**config.mk**
```make
export PLATFORM = sky130hd
export DESIGN_NAME = clt_ram
export DESIGN_NICKNAME = d
export VERILOG_FILES = /design/src/hw/rtl/clt_ram.sv
export SDC_FILE = /design/constraint.sdc
export NUM_CORES = 2
export LEC_CHECK = 0
export BUFFER_PORTS_ARGS = -buffer_cell sky130_fd_sc_hd__buf_2
export CORE_MARGIN = 2
export CORE_UTILIZATION = 40
export CTS_BUF_LIST = sky130_fd_sc_hd__clkbuf_16
export DETAILED_ROUTE_END_ITERATION = 12
export PLACE_DENSITY = 0.61
export SYNTH_ARGS = -nofsm -noshare
export SYNTH_HDL_FRONTEND = slang
export SYNTH_SLANG_ARGS = --single-unit
```
**constraint.sdc**
```tcl
create_clock -name clock -period 10.9 [get_ports clock]
set_input_delay 2.18 -clock clock [delete_from_list [all_inputs] [get_ports clock]]
set_output_delay 2.18 -clock clock [all_outputs]
set_load 0.05 [all_outputs]
```
**src/hw/rtl/clt_ram.sv**
```systemverilog
// Generic simple dual-port RAM with one write port and a registered read port.
`timescale 1ns / 1ps

module clt_ram #(
   parameter int WIDTH = 32,
   parameter int DEPTH = 128
) (
   input logic clock,
   input logic wr_en,
   input logic [$clog2(DEPTH)-1:0] wr_addr,
   input logic [WIDTH-1:0] wr_data,
   input logic rd_en,
   input logic [$clog2(DEPTH)-1:0] rd_addr,
   output logic [WIDTH-1:0] rd_data
);

   logic [WIDTH-1:0] mem_ff [DEPTH];
   logic [WIDTH-1:0] rd_data_ff;

   always_ff @(posedge clock) begin
      if (wr_en) begin
         mem_ff[wr_addr] <= wr_data;
      end
      if (rd_en) begin
         rd_data_ff <= mem_ff[rd_addr];
      end
   end

   assign rd_data = rd_data_ff;

endmodule

```
# [Word-level counts from Yosys, hierarchy flattened]
# Memory sizes are Yosys's and may differ from the RTL's. A register that Yosys moved wholly into a read port is not among the register bits.
# Cells that the tools add are included.
[word_totals] ff_bits=0 mem_bits_rw=4096 out_inout_bits=32 wordCells=3 mem_count=1
[classes] mux=2
[mem_list] memory="mem_ff" words=128 width=32 read_ports=1 rd_ports_with_merged_regs=1 wr=1 line="17" text="logic [WIDTH-1:0] mem_ff [DEPTH];"
[op_table] operator="$mux 1" count=2

# [Longest topological paths before layout]
[depth] word_depth=2 mapped_depth=8

# [Worst setup path before layout]
# Ideal clock, no wire load.
[synth_path] kind="input to register" from="in wr_en" to="mem mem_ff[98][0], enable pin" setup_ps=461 t_arrival_ps=4958 t_required_ps=10439 slack_ps=5481 cell_stages=3 cell_sequence="clkbuf_1 nand4_1 nor3_1"
[synth_via] elab_chain_cells=2
[synth_lines] item="start: declaration" line="9" text="input logic wr_en,"
[synth_lines] item="$mux 1" line="21" text="if (wr_en) begin"
[synth_lines] item="$mux 1 (not written as such)" line="22" text="mem_ff[wr_addr] <= wr_data;"
[synth_lines] item="end: declaration" line="17"
# Every way passes these cells.

==> results <==
- The fraction of final layout cells sized beyond drive strength 1 is 35.22%.
- The remaining global-route overflow is 0.
- Setup repair after global routing left no endpoint under its margin.
- The routed design has 415.4 mm of wire.
- The number of DRC markers after the initial detailed-route iteration is ~10000.
- During synthesis, Yosys emitted a total of 0 warnings.
- The final hold violation count is 0.
- Setup violations remaining at the end of the flow were counted as 0.
- The netlist uses 16 different library cells.
- Power spread over the standard cell area amounts to 185.6 mW/mm².
- The summed negative setup slack over all endpoints is 0 ns.
- The count of nets left with antenna violations once routing finished came out at 0.
- The placed wire-length estimate after detailed placement is approximately 220 mm.
- The final layout net count is 6425.
- The worst pin sits at a relative slew slack of roughly 12%.
- The total via count in the routed design is between 70000 and 80000.
- The cell-internal power is roughly 26 mW.
- The per-instance average area after synthesis is ~26 µm².
- The total number of H-tree levels is 5.
- The topmost layer with routed signal wires is met5.
- The post-synthesis instance area is about 0.16 mm².
- The number of antenna violations at the first check in global routing is 55.
- Clock latency on the worst-skew pair, taken at its later pin, is between 0.9 and 1 ns.
- The number of standard-cell rows in the floorplan is 229.
- The worst-case clock buffer depth is 4.
- Port buffering added 80 buffers.
- The layout overhead on the synthesized area is 13.79%.
- The arrival time of data at the critical path endpoint is 6.15 ns.
- Entering global routing, the biggest net connects 130 pins.
- The final number of max-transition violations is 0.
- In this run the worst setup path begins at rd_addr[0].
- In this run the critical register-to-register path is captured at rd_data[24].
- The number of placed I/O pins is 81.
- The required time of the worst setup path is approximately 12 ns.
- After layout, the worst path uses 50.65% of the clock period.
- Leaving out fill and tap cells, the most frequent cells in the layout are 4128 x edfxtp_1, 1344 x mux4_2, 416 x clkbuf_16.
- The die is 629.7 µm tall.
- The routability-driven placement congestion ratio is between 0.7 and 0.8.
- From left edge to right edge, the die measures 629.7 µm.
- The core region is 0.3894 mm².
- After detailed routing, the met2 layer carries between 200 and 250 mm of wire.
- The number of global-route vias before repair is roughly 70000.
- Clock tree synthesis found a total of just over 4000 sinks.
- Synthesis handed over a netlist of 5990 instances.
- The mean routed wirelength per cell is ~35 µm.
- The synthesized design contains approximately 4100 register bits.
- Based on the critical path, the design can be clocked at up to 0.1811 GHz.
- The hold buffer count at CTS is 0.
- Following the worst setup path forward leads to its endpoint at rd_data[14].
- The path type of the worst min-delay path is flip-flop to flip-flop.
- After detailed routing, the number of remaining DRC violations is 0.
- The total area of multi-input combinational cells is 0.03229 mm².
- For this design the total switching power over the nets is about 7 mW.
- Clock-pin slew was measured on the worst setup and hold paths at ~0.060 ns.
- The starting density of the core is around 40%.
- Dividing the detail-routed via count by the number of cells gives ~6.
- The worst setup path is launched from an input pin.
- Counting the fill cells in the layout gives 31401.
- The maximum clock skew at final layout is 0.05182 ns.
- The number of nets handed over by synthesis was about 6000.
- The die area is 0.3965 mm².
- The number of gates resized after CTS was 0.
- TritonCTS built the clock tree.
- The portion of the post-synthesis area used by sequential elements is between 70% and 80%.
- Across every metal layer, demand over resource in global routing totals about a fifth.
- The register area is about 0.12 mm².
- The clock period minus final worst setup slack is about 5.5 ns.
- The total length of routed met3 wires is 35.14 mm.
- The part of the total power dissipated in combinational logic is under 10%.
- Ranked by total cell area, the synthesized netlist is headed by edfxtp_1 79%, mux4_2 19%, clkbuf_1 0.44%.
- The portion of synthesized cell area occupied by the leading cell type is 79.16%.
- The flow ran to the end, and the final reports show no timing, DRC or antenna violations.
- The worst register-to-register path begins at mem_ff[18][24].
- The static leakage power is about 54 nW.
- In this run, CTS created clock tree buffers numbering around 400.
- Leaving out fill and tap cells, the most frequent cell in the layout is edfxtp_1.
- The kind of end point of the critical path is a flip-flop.
- The buffer cell driving the clock tree root is clkbuf_16.
- For this block, wires on met1 add up to between 150 and 200 mm.
- Of all nets on the critical path, the largest fanout is 84.
- Post-CTS timing repair inserted 0 buffers for setup.
- The tool flagged a number of max-cap violations equal to 0.
- The first global-routing pass estimated ~570 mm of wire.
- For the pin with the worst max-slew slack, the measured transition is 1.313 ns.
- The kind of critical path is input pin to flip-flop.
- The count of TritonRoute iterations in the first routing pass is 6.
- The number of cells on the worst reg-to-reg path is 4.
- The relative contribution of sequential cells to total power is a little over half.
- Of all cell types, the one taking the most synthesized area is edfxtp_1.
- The reg-to-reg setup timing slack is 8.12 ns.
- The share of total power dissipated in the clock network is a little over two fifths.
- Net switching is around a fifth of the power.
- With fillers left out, the area of the finished cells amounts to 0.1782 mm².
- The worst supply voltage drop on vdd is roughly 0.16 mV.
- The placed instances occupy a cell area of around 0.17 mm².
## cell type report
| class | instances | share of cell area (%) |
|---|---|---|
| tap | 5197 | 3.649 |
| clock inverter | 321 | 1.450 |
| antenna | 34 | 0.04775 |
| sequential | 4128 | 69.57 |
| clock buffer | 416 | 5.842 |
| timing repair buffer | 293 | 1.324 |
| multi-input combinational | 1546 | 18.12 |
## Yosys cell counts, drive strengths merged
| master | count |
|---|---|
| edfxtp | 4128 |
| mux4 | 1344 |
| nand2b | 2 |
| or3 | 1 |
| nor2 | 122 |
| nand2 | 14 |
| buf | 134 |
| nor2b | 7 |
| clkbuf | 182 |
| nand3 | 12 |
| nand4 | 3 |
| mux2 | 32 |
| nor3 | 9 |
## logic make-up (layout without fill, tap and decap cells)
family	Yosys count	after routing	synth area share, %
buffers and inverters	316	1030	0.8373
DFF	4128	4128	79.16
muxes	1376	1376	19.56
and+or+nand+nor	170	170	0.4450
other	0	34	0
## worst min-delay path by stage
stage                               start           to  slack, ns  depth (start not counted)
after floorplan             mem_ff[36][0]   rd_data[0]       1.15                          4
after global placement    mem_ff[124][29]  rd_data[29]       1.18                          4
after detailed placement   mem_ff[21][17]  rd_data[17]       1.19                          4
after CTS                 mem_ff[110][29]  rd_data[29]       1.21                          4
after global routing      mem_ff[124][29]  rd_data[29]       1.25                          4
final                       mem_ff[1][30]  rd_data[30]       1.21                          4
## critical path, cell delays in order
cell and delay, ns:
buf_12 0.49, buf_12 0.43, buf_4 0.64, mux4_2 0.59, mux4_2 0.53, mux4_2 0.63
mux2_2 0.33
## power groups by stage
| stage | clock network (mW) | logic [mW] | registers, mW |
|---|---|---|---|
| 5_1_grt | 14.6 | 1.77 | 17.6 |
| 4_1_cts | 14.0 | 1.72 | 17.6 |
| 2_1_floorplan | 0 | 0.846 | 18.0 |
| 3_3_place_gp | 0 | 1.69 | 17.9 |
| 3_5_place_dp | 0 | 1.72 | 17.9 |
| 6_report | 13.8 | 1.70 | 17.6 |
## stage by stage
step	util [%]	std cells	setup slack [ns]	power, mW	hold slack (ns)
floorplan	-	5990	5.481	18.80	1.149
global placement	42.40	11164	4.388	19.63	1.179
detailed placement	42.40	11164	4.363	19.66	1.189
CTS	45.74	11901	5.328	33.30	1.213
global route	45.75	11916	5.143	33.95	1.247
finish	45.76	11935	5.380	33.07	1.207
## sequential cells by signal (all words and copies together) (netlist names)
signal and cells:
mem_ff 4096, rd_data 32
## metal layers
metal	global-route usage [%]	up-vias
li1	-	27249
met1	28.23	39305
met2	34.16	3401
met3	3.380	641
met4	7.559	14
met5	0	-
Note: power is estimated with default switching activity, not from simulation.
