## config.mk

```make
export PLATFORM = sky130hd
export DESIGN_NAME = clt_ctrl
export DESIGN_NICKNAME = d
export VERILOG_FILES = /design/src/hw/rtl/clt_pkg.sv /design/src/hw/rtl/clt_ctrl.sv
export SDC_FILE = /design/constraint.sdc
export NUM_CORES = 1
export LEC_CHECK = 0
export ABC_AREA = 0
export BUFFER_PORTS_ARGS = -buffer_cell sky130_fd_sc_hd__buf_4
export CAP_MARGIN = 25
export CORE_MARGIN = 10
export CORE_UTILIZATION = 38
export CTS_CLUSTER_SIZE = 12
export DETAILED_ROUTE_END_ITERATION = 8
export GPL_TIMING_DRIVEN = 0
export PLACE_DENSITY_LB_ADDON = 0.1
export SETUP_SLACK_MARGIN = 0.5
export SLEW_MARGIN = 40
export SYNTH_ARGS = -nofsm -noshare
export SYNTH_HDL_FRONTEND = slang
export SYNTH_SLANG_ARGS = --single-unit
```

## constraint.sdc

```tcl
create_clock -name clock -period 3.18 [get_ports clock]
set_input_delay 0.159 -clock clock [delete_from_list [all_inputs] [get_ports clock]]
set_output_delay 0.159 -clock clock [all_outputs]
set_load 0.005 [all_outputs]
```

## src/hw/rtl/clt_pkg.sv

```systemverilog
// Shared types, operation codes and constants for the cursor list table.
`timescale 1ns / 1ps

package clt_pkg;

   // Lengths, cursors, positions and the limit register are all 8 bits wide.
   localparam int CountWidth = 8;
   localparam int DataWidth = 32;
   localparam int CapacityDefault = 128;

   typedef logic [CountWidth-1:0] count_type;
   typedef logic [DataWidth-1:0] data_type;
   typedef logic [3:0] kind_type;

   localparam count_type LimitReset = count_type'(128);

   // Operation codes carried by the kind field.
   localparam kind_type KindAppend = 4'd0;
   localparam kind_type KindInsert = 4'd1;
   localparam kind_type KindRemove = 4'd2;
   localparam kind_type KindStart = 4'd3;
   localparam kind_type KindEnd = 4'd4;
   localparam kind_type KindPrev = 4'd5;
   localparam kind_type KindNext = 4'd6;
   localparam kind_type KindSetPos = 4'd7;
   localparam kind_type KindReadCursor = 4'd8;
   localparam kind_type KindReadIndex = 4'd9;
   localparam kind_type KindClear = 4'd10;

   typedef enum logic [1:0] {
      StatusOk = 2'd0,
      StatusFull = 2'd1,
      StatusEmpty = 2'd2,
      StatusBadPos = 2'd3
   } status_type;

   typedef struct packed {
      status_type status;
      data_type value;
      count_type length;
      count_type cursor;
   } result_type;

endpackage

```

## src/hw/rtl/clt_ctrl.sv

```systemverilog
// Operation sequencer: decodes each word, keeps length and cursor, and shifts entries.
`timescale 1ns / 1ps

module clt_ctrl #(
   parameter int CAPACITY = clt_pkg::CapacityDefault
) (
   input logic clock,
   input logic reset,
   input logic req_valid,
   output logic req_ready,
   input clt_pkg::kind_type req_kind,
   input clt_pkg::data_type req_item_value,
   input clt_pkg::count_type req_position,
   input clt_pkg::count_type limit,
   output logic result_valid,
   output clt_pkg::result_type result,
   input logic result_take,
   output logic mem_wr_en,
   output logic [$clog2(CAPACITY)-1:0] mem_wr_addr,
   output clt_pkg::data_type mem_wr_data,
   output logic mem_rd_en,
   output logic [$clog2(CAPACITY)-1:0] mem_rd_addr,
   input clt_pkg::data_type mem_rd_data
);

   import clt_pkg::*;

   localparam int AddrWidth = $clog2(CAPACITY);
   localparam int CountMax = (1 << CountWidth) - 1;
   localparam count_type LimitCeiling =
      (CAPACITY > CountMax) ? count_type'(CountMax) : count_type'(CAPACITY);

   typedef enum logic [4:0] {
      S_IDLE = 5'b00001,
      S_UP = 5'b00010,
      S_DOWN = 5'b00100,
      S_READ = 5'b01000,
      S_DONE = 5'b10000
   } state_type;

   state_type state_ff, state_in;
   count_type length_ff, length_in;
   count_type cursor_ff, cursor_in;
   count_type idx_ff, idx_in;
   data_type item_ff, item_in;
   data_type value_ff, value_in;
   status_type status_ff, status_in;
   count_type eff_limit;

   assign eff_limit = (limit < LimitCeiling) ? limit : LimitCeiling;

   always_comb begin
      state_in = state_ff;
      length_in = length_ff;
      cursor_in = cursor_ff;
      idx_in = idx_ff;
      item_in = item_ff;
      value_in = value_ff;
      status_in = status_ff;
      mem_wr_en = 1'b0;
      mem_wr_addr = '0;
      mem_wr_data = item_ff;
      mem_rd_en = 1'b0;
      mem_rd_addr = '0;

      unique case (state_ff)
         S_IDLE: begin
            if (req_valid) begin
               item_in = req_item_value;
               status_in = StatusOk;
               value_in = '0;
               state_in = S_DONE;
               unique case (req_kind)
                  KindAppend: begin
                     if (length_ff >= eff_limit) begin
                        status_in = StatusFull;
                     end else begin
                        mem_wr_en = 1'b1;
                        mem_wr_addr = AddrWidth'(length_ff);
                        mem_wr_data = req_item_value;
                        length_in = length_ff + count_type'(1);
                     end
                  end
                  KindInsert: begin
                     if (length_ff >= eff_limit) begin
                        status_in = StatusFull;
                     end else begin
                        length_in = length_ff + count_type'(1);
                        if (cursor_ff == length_ff) begin
                           mem_wr_en = 1'b1;
                           mem_wr_addr = AddrWidth'(length_ff);
                           mem_wr_data = req_item_value;
                        end else begin
                           // Move entries up from the top, one per cycle.
                           mem_rd_en = 1'b1;
                           mem_rd_addr = AddrWidth'(length_ff - count_type'(1));
                           idx_in = length_ff;
                           state_in = S_UP;
                        end
                     end
                  end
                  KindRemove: begin
                     if (length_ff == '0) begin
                        status_in = StatusEmpty;
                     end else if (cursor_ff >= length_ff) begin
                        status_in = StatusBadPos;
                     end else begin
                        length_in = length_ff - count_type'(1);
                        if (cursor_ff != length_ff - count_type'(1)) begin
                           mem_rd_en = 1'b1;
                           mem_rd_addr = AddrWidth'(cursor_ff + count_type'(1));
                           idx_in = cursor_ff;
                           state_in = S_DOWN;
                        end
                     end
                  end
                  KindStart: begin
                     cursor_in = '0;
                  end
                  KindEnd: begin
                     cursor_in = length_ff;
                  end
                  KindPrev: begin
                     if (cursor_ff != '0) begin
                        cursor_in = cursor_ff - count_type'(1);
                     end
                  end
                  KindNext: begin
                     if (cursor_ff < length_ff) begin
                        cursor_in = cursor_ff + count_type'(1);
                     end
                  end
                  KindSetPos: begin
                     if (req_position <= length_ff) begin
                        cursor_in = req_position;
                     end else begin
                        status_in = StatusBadPos;
                     end
                  end
                  KindReadCursor: begin
                     if (length_ff == '0) begin
                        status_in = StatusEmpty;
                     end else if (cursor_ff >= length_ff) begin
                        status_in = StatusBadPos;
                     end else begin
                        mem_rd_en = 1'b1;
                        mem_rd_addr = AddrWidth'(cursor_ff);
                        state_in = S_READ;
                     end
                  end
                  KindReadIndex: begin
                     if (req_position < length_ff) begin
                        mem_rd_en = 1'b1;
                        mem_rd_addr = AddrWidth'(req_position);
                        state_in = S_READ;
                     end else begin
                        status_in = StatusBadPos;
                     end
                  end
                  KindClear: begin
                     length_in = '0;
                     cursor_in = '0;
                  end
                  default: begin
                  end
               endcase
            end
         end
         S_UP: begin
            // Each cycle writes the entry read in the previous cycle one slot higher;
            // the slot at the cursor finally takes the new value.
            mem_wr_en = 1'b1;
            mem_wr_addr = AddrWidth'(idx_ff);
            if (idx_ff == cursor_ff) begin
               mem_wr_data = item_ff;
               state_in = S_DONE;
            end else begin
               mem_wr_data = mem_rd_data;
               idx_in = idx_ff - count_type'(1);
               if (idx_ff - count_type'(1) != cursor_ff) begin
                  mem_rd_en = 1'b1;
                  mem_rd_addr = AddrWidth'(idx_ff - count_type'(2));
               end
            end
         end
         S_DOWN: begin
            // Length already holds the shortened value, so the last slot
            // to fill is one below it.
            mem_wr_en = 1'b1;
            mem_wr_addr = AddrWidth'(idx_ff);
            mem_wr_data = mem_rd_data;
            if (idx_ff + count_type'(1) == length_ff) begin
               state_in = S_DONE;
            end else begin
               idx_in = idx_ff + count_type'(1);
               mem_rd_en = 1'b1;
               mem_rd_addr = AddrWidth'(idx_ff + count_type'(2));
            end
         end
         S_READ: begin
            value_in = mem_rd_data;
            state_in = S_DONE;
         end
         S_DONE: begin
            if (result_take) begin
               state_in = S_IDLE;
            end
         end
         default: begin
            state_in = S_IDLE;
         end
      endcase
   end

   always_ff @(posedge clock) begin
      if (reset) begin
         state_ff <= S_IDLE;
         length_ff <= '0;
         cursor_ff <= '0;
      end else begin
         state_ff <= state_in;
         length_ff <= length_in;
         cursor_ff <= cursor_in;
      end
      idx_ff <= idx_in;
      item_ff <= item_in;
      value_ff <= value_in;
      status_ff <= status_in;
   end

   assign req_ready = (state_ff == S_IDLE);
   assign result_valid = (state_ff == S_DONE);
   assign result.status = status_ff;
   assign result.value = (status_ff != StatusOk) ? '1 : value_ff;
   assign result.length = length_ff;
   assign result.cursor = cursor_ff;

   // The cursor never runs past the end of the list.
   a_cursor_in_range: assert property (@(posedge clock) disable iff (reset)
      cursor_ff <= length_ff)
      else $error("cursor beyond list length");

   // The list never grows past what the memory can hold.
   a_length_in_range: assert property (@(posedge clock) disable iff (reset)
      length_ff <= LimitCeiling)
      else $error("list length beyond capacity");

   // A shift step never reads the entry it is writing in the same cycle.
   a_no_rw_collision: assert property (@(posedge clock) disable iff (reset)
      (mem_wr_en && mem_rd_en) |-> (mem_wr_addr != mem_rd_addr))
      else $error("read and write of the same entry in one cycle");

   // While a finished result waits, the memory is left alone.
   a_done_quiet: assert property (@(posedge clock) disable iff (reset)
      (state_ff == S_DONE) |-> (!mem_wr_en && !mem_rd_en))
      else $error("memory access while holding a result");

   // Every shift toward the cursor ends with a result on the following cycle.
   a_up_finish: assert property (@(posedge clock) disable iff (reset)
      (state_ff == S_UP && idx_ff == cursor_ff) |=> (state_ff == S_DONE))
      else $error("insert did not finish after writing the new value");

endmodule

```

==> Word-level counts from Yosys, hierarchy flattened <==
Cells that the tools add are included.
{ "totals": {"out_inout_bits": 100, "word_cells": 166, "register_bits": 95} }
{ "classes": {"n_eq_ne": 38, "muxes": 89, "reduce_logical": 18, "addsub": 8, "n_lt_le_gt_ge": 6} }
{ "op_table": {"columns": ["op", "n"], "rows": [
  ["32-bit two-way mux", 7],
  ["32-bit case mux with 2 select lines", 2],
  ["8-bit two-way mux", 15],
  ["7-bit two-way mux", 16],
  ["32-bit case mux with 3 select lines", 1],
  ["5-bit two-way mux", 12],
  ["8-bit case mux with 3 select lines", 2],
  ["8-bit case mux with 5 select lines", 1],
  ["7-bit case mux with 2 select lines", 2],
  ["7-bit case mux with 4 select lines", 1],
  ["5-bit case mux with 5 select lines", 1],
  ["8-bit by 1-bit adder with 8-bit output (second input constant)", 3],
  ["8-bit equality test", 3],
  ["8-bit by 1-bit subtractor with 8-bit output (second input constant)", 3],
  ["2-bit inequality test (second input constant)", 11],
  ["7-bit case mux with 3 select lines", 1],
  ["5-bit case mux with 4 select lines", 1],
  ["1-bit two-way mux", 17],
  ["4-bit by 3-bit equality test with 1-bit output (second input constant)", 4],
  ["8-bit >= comparator", 2],
  ["8-bit less-than comparator", 2],
  ["8-bit inequality test", 2],
  ["8-bit case mux with 2 select lines", 1],
  ["3-bit inequality test (second input constant)", 5],
  ["other kinds (30)", 44]
]} }

==> Logic depth before layout (Yosys ltp) <==
{ "logic_depth": {"ltp_word": 8, "mapped_depth": 13} }

==> Worst setup path before layout <==
No wires, ideal clock.
{ "synth_path": {"path_type": "reg2reg", "startpoint": "register length_ff[0]", "endpoint": "register idx_ff[0], enable pin", "arrival_ps": 2713, "path_buffers": 3, "required_ps": 2845, "slack_ps": 132, "setup_time_ps": 335, "path_stages_with_launch": 14, "path_cell_list": "dfxtp_1 -> clkbuf_1 -> inv_1 -> ha_1 -> buf_4 -> nor3b_1 -> mux2_2 -> nand4_1 -> nor4_1 -> nand3_1 -> and3_1 -> buf_6 -> o21ai_1 -> nand3_1"} }
{ "synth_between": {"elab_chain_len": 4, "word_cells_on_any_way": 14, "classes_between": "add/sub: 1; order compare: 2; eq/ne: 9; reduce/logical: 2"} }
{ "synth_rtl": {"columns": ["element", "line", "rtl"], "rows": [
  ["start: declaration", "clt_ctrl.sv:42", "count_type length_ff, length_in;"],
  ["start signal: assignment", "clt_ctrl.sv:222", "length_ff <= length_in;"],
  ["8-bit by 1-bit subtractor with 8-bit output", "clt_ctrl.sv:109", "if (cursor_ff != length_ff - count_type'(1)) begin"],
  ["8-bit inequality test", "clt_ctrl.sv:109", null],
  ["3-bit inequality test (no line)", null, null],
  ["10-bit AND reduction (no line) (*)", null, null],
  ["end signal: assignment", "clt_ctrl.sv:225", "idx_ff <= idx_in;"],
  ["end: declaration", "clt_ctrl.sv:44", "count_type idx_ff, idx_in;"]
]} }
Mark *: on every way between the ends. The rest lies on a longest branch, timed or not.
A chain may end at the register's enable or synchronous reset.

==> Final worst setup path <==
{ "layout_path": {"startpoint": "register length_ff[1]", "endpoint": "output port mem_rd_addr[6]"} }
{ "layout_between": {"elab_chain_len": 8, "word_cells_on_any_way": 20, "classes_between": "add/sub: 1; order compare: 3; eq/ne: 3; mux: 12; reduce/logical: 1"} }
{ "layout_rtl": {"columns": ["element", "line", "rtl"], "rows": [
  ["8-bit by 1-bit subtractor with 8-bit output", "clt_ctrl.sv:109", null],
  ["8-bit inequality test", "clt_ctrl.sv:109", null],
  ["7-bit two-way mux", "clt_ctrl.sv:109", null],
  ["7-bit two-way mux", "clt_ctrl.sv:105", "end else if (cursor_ff >= length_ff) begin"],
  ["7-bit two-way mux", "clt_ctrl.sv:103", "if (length_ff == '0) begin"],
  ["7-bit case mux with 4 select lines", "clt_ctrl.sv:73", "unique case (req_kind)"],
  ["7-bit two-way mux", "clt_ctrl.sv:68", "if (req_valid) begin"],
  ["7-bit case mux with 3 select lines (*)", "clt_ctrl.sv:66", "unique case (state_ff)"],
  ["end: declaration", "clt_ctrl.sv:22", "output logic [$clog2(CAPACITY)-1:0] mem_rd_addr,"]
]} }
Marked as above.

==> metrics.md <==
| Metric | Value |
|---|---|
| Clock transition at the registers of the reported paths | 70 ps |
| Skew final | 8.57 ps |
| Buffers added on ports | 186 |
| Count of cell types in the netlist | 65 |
| Antenna diode count | 0 |
| Total number of nets in the final design | 1235 |
| Arrival time of data at the critical path endpoint | 3150 ps |
| Number of top-level design ports | 188 |
| Wire length of the first global-routing pass | 44.8 mm |
| Horiz. Die Dim | 158 µm |
| Gpl congestion | 0.915 |
| Count of unresolved DRC violations after routing | 0 |
| Skew-Pair Late Insertion Delay | 360 ps |
| Min Tclk post-route | 3300 ps |
| Final hold violation count | 0 |
| Worst reg2reg startpoint | length_ff[1] |
| Vias in the first global route | 7575 |
| Overflow left after global routing | 0 |
| Synthesized-area fraction occupied by adder cells | 6.02% |
| Chip height | 158 µm |
| Setup crit start kind | flop |
| Drt wl/cell | 23.2 µm |
| Xor-xnor portion of the synthesized cell area | 6.06% |
| Max_cap viols | 0 |
| Total Power | 4.34 mW |
| Met2 layer usage reported by global route | 38.3% |
| Initial Util | 38.6% |
| Hold wc startpoint | req_item_value[20] |
| Global routing usage on met3 | 4.80% |
| Portion of synthesized cell area occupied by the leading cell type | 30.7% |
| Post-synthesis to final-layout area growth | 57.2% |
| Vias per cell | 5.95 |
| Post-detailed-routing wire length | 31.3 mm |
| Slew HR | 38.0% |
| Iter 0 DRT Violations | 835 |
| Main combinational cell family by area after synthesis | compound AO/OA/AOI/OAI gates |
| Via Count | 8033 |
| Post-synthesis cell type with the largest combined area | sky130_fd_sc_hd__edfxtp_1 |
| Post-synth EDFFs | 74 |
| Commonest cells in the netlist | sky130_fd_sc_hd__edfxtp_1 (74), sky130_fd_sc_hd__inv_1 (53), sky130_fd_sc_hd__clkbuf_1 (48) |
| Mean post-synth cell area | 9.03 µm² |
| Kind of critical path | reg2out |
| Layer with the highest usage | met2 |
| Synthesized Nets | 923 |
| Total of flip-flops plus latches after synthesis | 95 |
| Leakage dissipation | 4.79 nW |
| Share of final-layout standard cells stronger than drive strength 1 | 38.8% |
| Max-slew violations | 0 |
| Clock tree buffer depth | 2 |
| Count of mapped cells out of synthesis | 801 |
| Initial antenna violation count | 0 |
| Sink of the worst hold path | item_ff[20] |
| Filler Cells Inserted | 1622 |
| 1st-pass router iterations | 6 |
| Max H-tree Level | 3 |
| Number of buffers added by the clock tree synthesis step | 9 |
| RSZ-0062 raised after global routing | true |
| Die Footprint | 0.0249 mm² |
| Summed negative setup slack over all endpoints | -695 ps |
| Tot GR Track Use | 23.2% |
| Number of setup violations in the final report | 14 |
| Cells on worst reg2reg path | 14 |
| RR Endpoint | idx_ff[7] |
| GR met1 Demand/Resource | 29.4% |
| Worst-case setup margin in the final layout | -125 ps |
| Type of the tightest min-delay check | in2reg |
| Core region area | 0.0187 mm² |
| Clock tree from TritonCTS | built |
| Total clock sinks | 95 |
| Post-synthesis mux area share | 2.54% |
| Cell at the root of the clock tree | sky130_fd_sc_hd__clkbuf_16 |
| Most area-consuming cells after synthesis | sky130_fd_sc_hd__edfxtp_1 (31%), sky130_fd_sc_hd__ha_1 (5.9%), sky130_fd_sc_hd__dfxtp_1 (5.8%) |
| Register-to-register setup slack | 240 ps |
| Power per cell area | 382 mW/mm² |
| Required arrival time at the worst endpoint | 3020 ps |
| Critical Path Sink Type | output pin |
| Failing checks | setup timing |
| Fmax achieved | 0.303 GHz |
| Status | finished, violations left |
| Sequential fraction of the synthesis area | 36.6% |
| Largest net degree at the start of global routing | 33 |
| Row cnt | 50 |
| Ys async rst share | 0% |
| Top flip-flop cell by instance count after synthesis | sky130_fd_sc_hd__edfxtp_1 |
| Residual antenna-violating net count after detailed routing | 0 |
| Synth Area in Simple Gates | 21.1% |
| Tightest Pin Transition | 929 ps |
| Highest fanout seen on the critical path | 7 |
| Final worst path period share | 104% |
| Count leader, synth | sky130_fd_sc_hd__edfxtp_1 |
| Number of warnings reported in the yosys synthesis log | 0 |
| Worst hold path cell count | 1 |
| Maximum resistive drop on vdd | 292 µV |
| DPL Wire Length | 22.1 mm |
| Compound-Gate Fraction of Synth Area | 21.1% |
| Post-Synthesis Cell Area | 0.00723 mm² |
[placed cells by master, fill, tap and decap left out, drive strengths merged, types with 7 or more instances in the layout]
cell,instances
clkbuf,55
clkinvlp,11
dfxtp,21
nor4,10
ha,34
nor2b,16
a22oi,8
and3,43
a222oi,32
nand3,19
a221oi,12
xor2,25
o21ai,33
edfxtp,74
a21oi,30
nand2,45
buf,288
nor3b,8
a211oi,14
inv,48
nor3,24
nand4,7
a31oi,7
or3,39
mux2i,15
a22o,14
nor2,41
dlygate4sd3,31
nand2b,10
xnor2,25
o22ai,10
[cells by family after synthesis]
| kind of cell | Yosys count |
|---|---|
| compound gates | 203 |
| fa+ha+maj | 35 |
| flops | 95 |
| simple gates | 279 |
| xor+xnor | 50 |
| buf+inv | 121 |
| mux | 18 |
[worst max-delay path, cell delays in order (launching register included)]
cell                         delay [ps]
sky130_fd_sc_hd__dfxtp_4            360
sky130_fd_sc_hd__clkbuf_16          120
sky130_fd_sc_hd__clkinvlp_4         190
sky130_fd_sc_hd__ha_4               230
sky130_fd_sc_hd__buf_6              120
sky130_fd_sc_hd__nor3b_4            150
sky130_fd_sc_hd__mux2_4             190
sky130_fd_sc_hd__nand4_1            110
sky130_fd_sc_hd__nor4_2             180
sky130_fd_sc_hd__nand3_1            190
sky130_fd_sc_hd__and3_4             230
sky130_fd_sc_hd__buf_8              130
sky130_fd_sc_hd__a221oi_4           290
sky130_fd_sc_hd__o2111ai_2          130
sky130_fd_sc_hd__buf_4              160
[what timing repair did]
item | CTS | global route
endpoints found under the hold margin | 31 | 0
pin swaps | 53 | 67
gates resized for setup | 120 | 129
cloned | 2 | 5
setup endpoints to repair | 118 | 109
setup buffers | 36 | 41
hold buffers | 31 | 0
[final cells by class]
| class | count | area [µm²] | share of cell area (%) |
|---|---|---|---|
| Timing Repair Buffer | 299 | 2570 | 22.7 |
| Buffer | 66 | 532 | 4.68 |
| Inverter | 55 | 240 | 2.11 |
| Clock buffer | 9 | 225 | 1.98 |
| Multi-Input combinational cell | 586 | 4730 | 41.6 |
| Tap cell | 234 | 293 | 2.58 |
| Clock inverter | 6 | 93.8 | 0.826 |
| Timing Repair inverter | 1 | 7.51 | 0.0661 |
| Sequential cell | 95 | 2670 | 23.5 |
[report_power, final]
part	internal, mW	total, mW	leakage [nW]	switching, mW
Combinational	0.806	1.61	3.75	0.807
Clock	0.693	1.21	0.153	0.519
Sequential	1.47	1.52	0.888	0.0514
[registers in the layout, summed over array words and instances, names as in the netlist]
signal and cells:
status_ff 2, item_ff 32, idx_ff 8, state_ff 5
length_ff 8, cursor_ff 8, value_ff 32
[per-stage QoR]
stage | worst slack, ps | hold slack [ps] | cell area, µm² | utilization (%) | cells
after floorplan | 515 | 258 | 7290 | - | 801
after global placement | -680 | 350 | 8970 | 48.0 | 1221
after detailed placement | -671 | 348 | 8980 | 48.0 | 1221
after CTS | -142 | 9.66 | 10400 | 55.6 | 1305
after global routing | -193 | 4.15 | 11400 | 60.7 | 1351
final | -125 | 7.08 | 11400 | 60.7 | 1351
[how the worst max path moves through the flow]
stage / depth (start not counted) / slack (ps) / to / startpoint
after CTS: 14 / -140 / mem_rd_addr[6] / length_ff[1]
after global placement: 12 / -680 / mem_wr_data[19] / length_ff[4]
final: 14 / -120 / mem_rd_addr[6] / length_ff[1]
after detailed placement: 12 / -670 / mem_wr_data[19] / length_ff[4]
after floorplan: 10 / 520 / mem_rd_addr[3] / length_ff[6]
after global routing: 14 / -190 / mem_rd_addr[0] / length_ff[1]
[metal layers]
| metal | up-vias | share of wire, % |
|---|---|---|
| li1 | 3682 | - |
| met1 | 3816 | 40 |
| met2 | 473 | 48 |
| met3 | 62 | 9.4 |
| met4 | 0 | 3.0 |
| met5 | - | 0 |
Power figures use the tool's default switching activity.
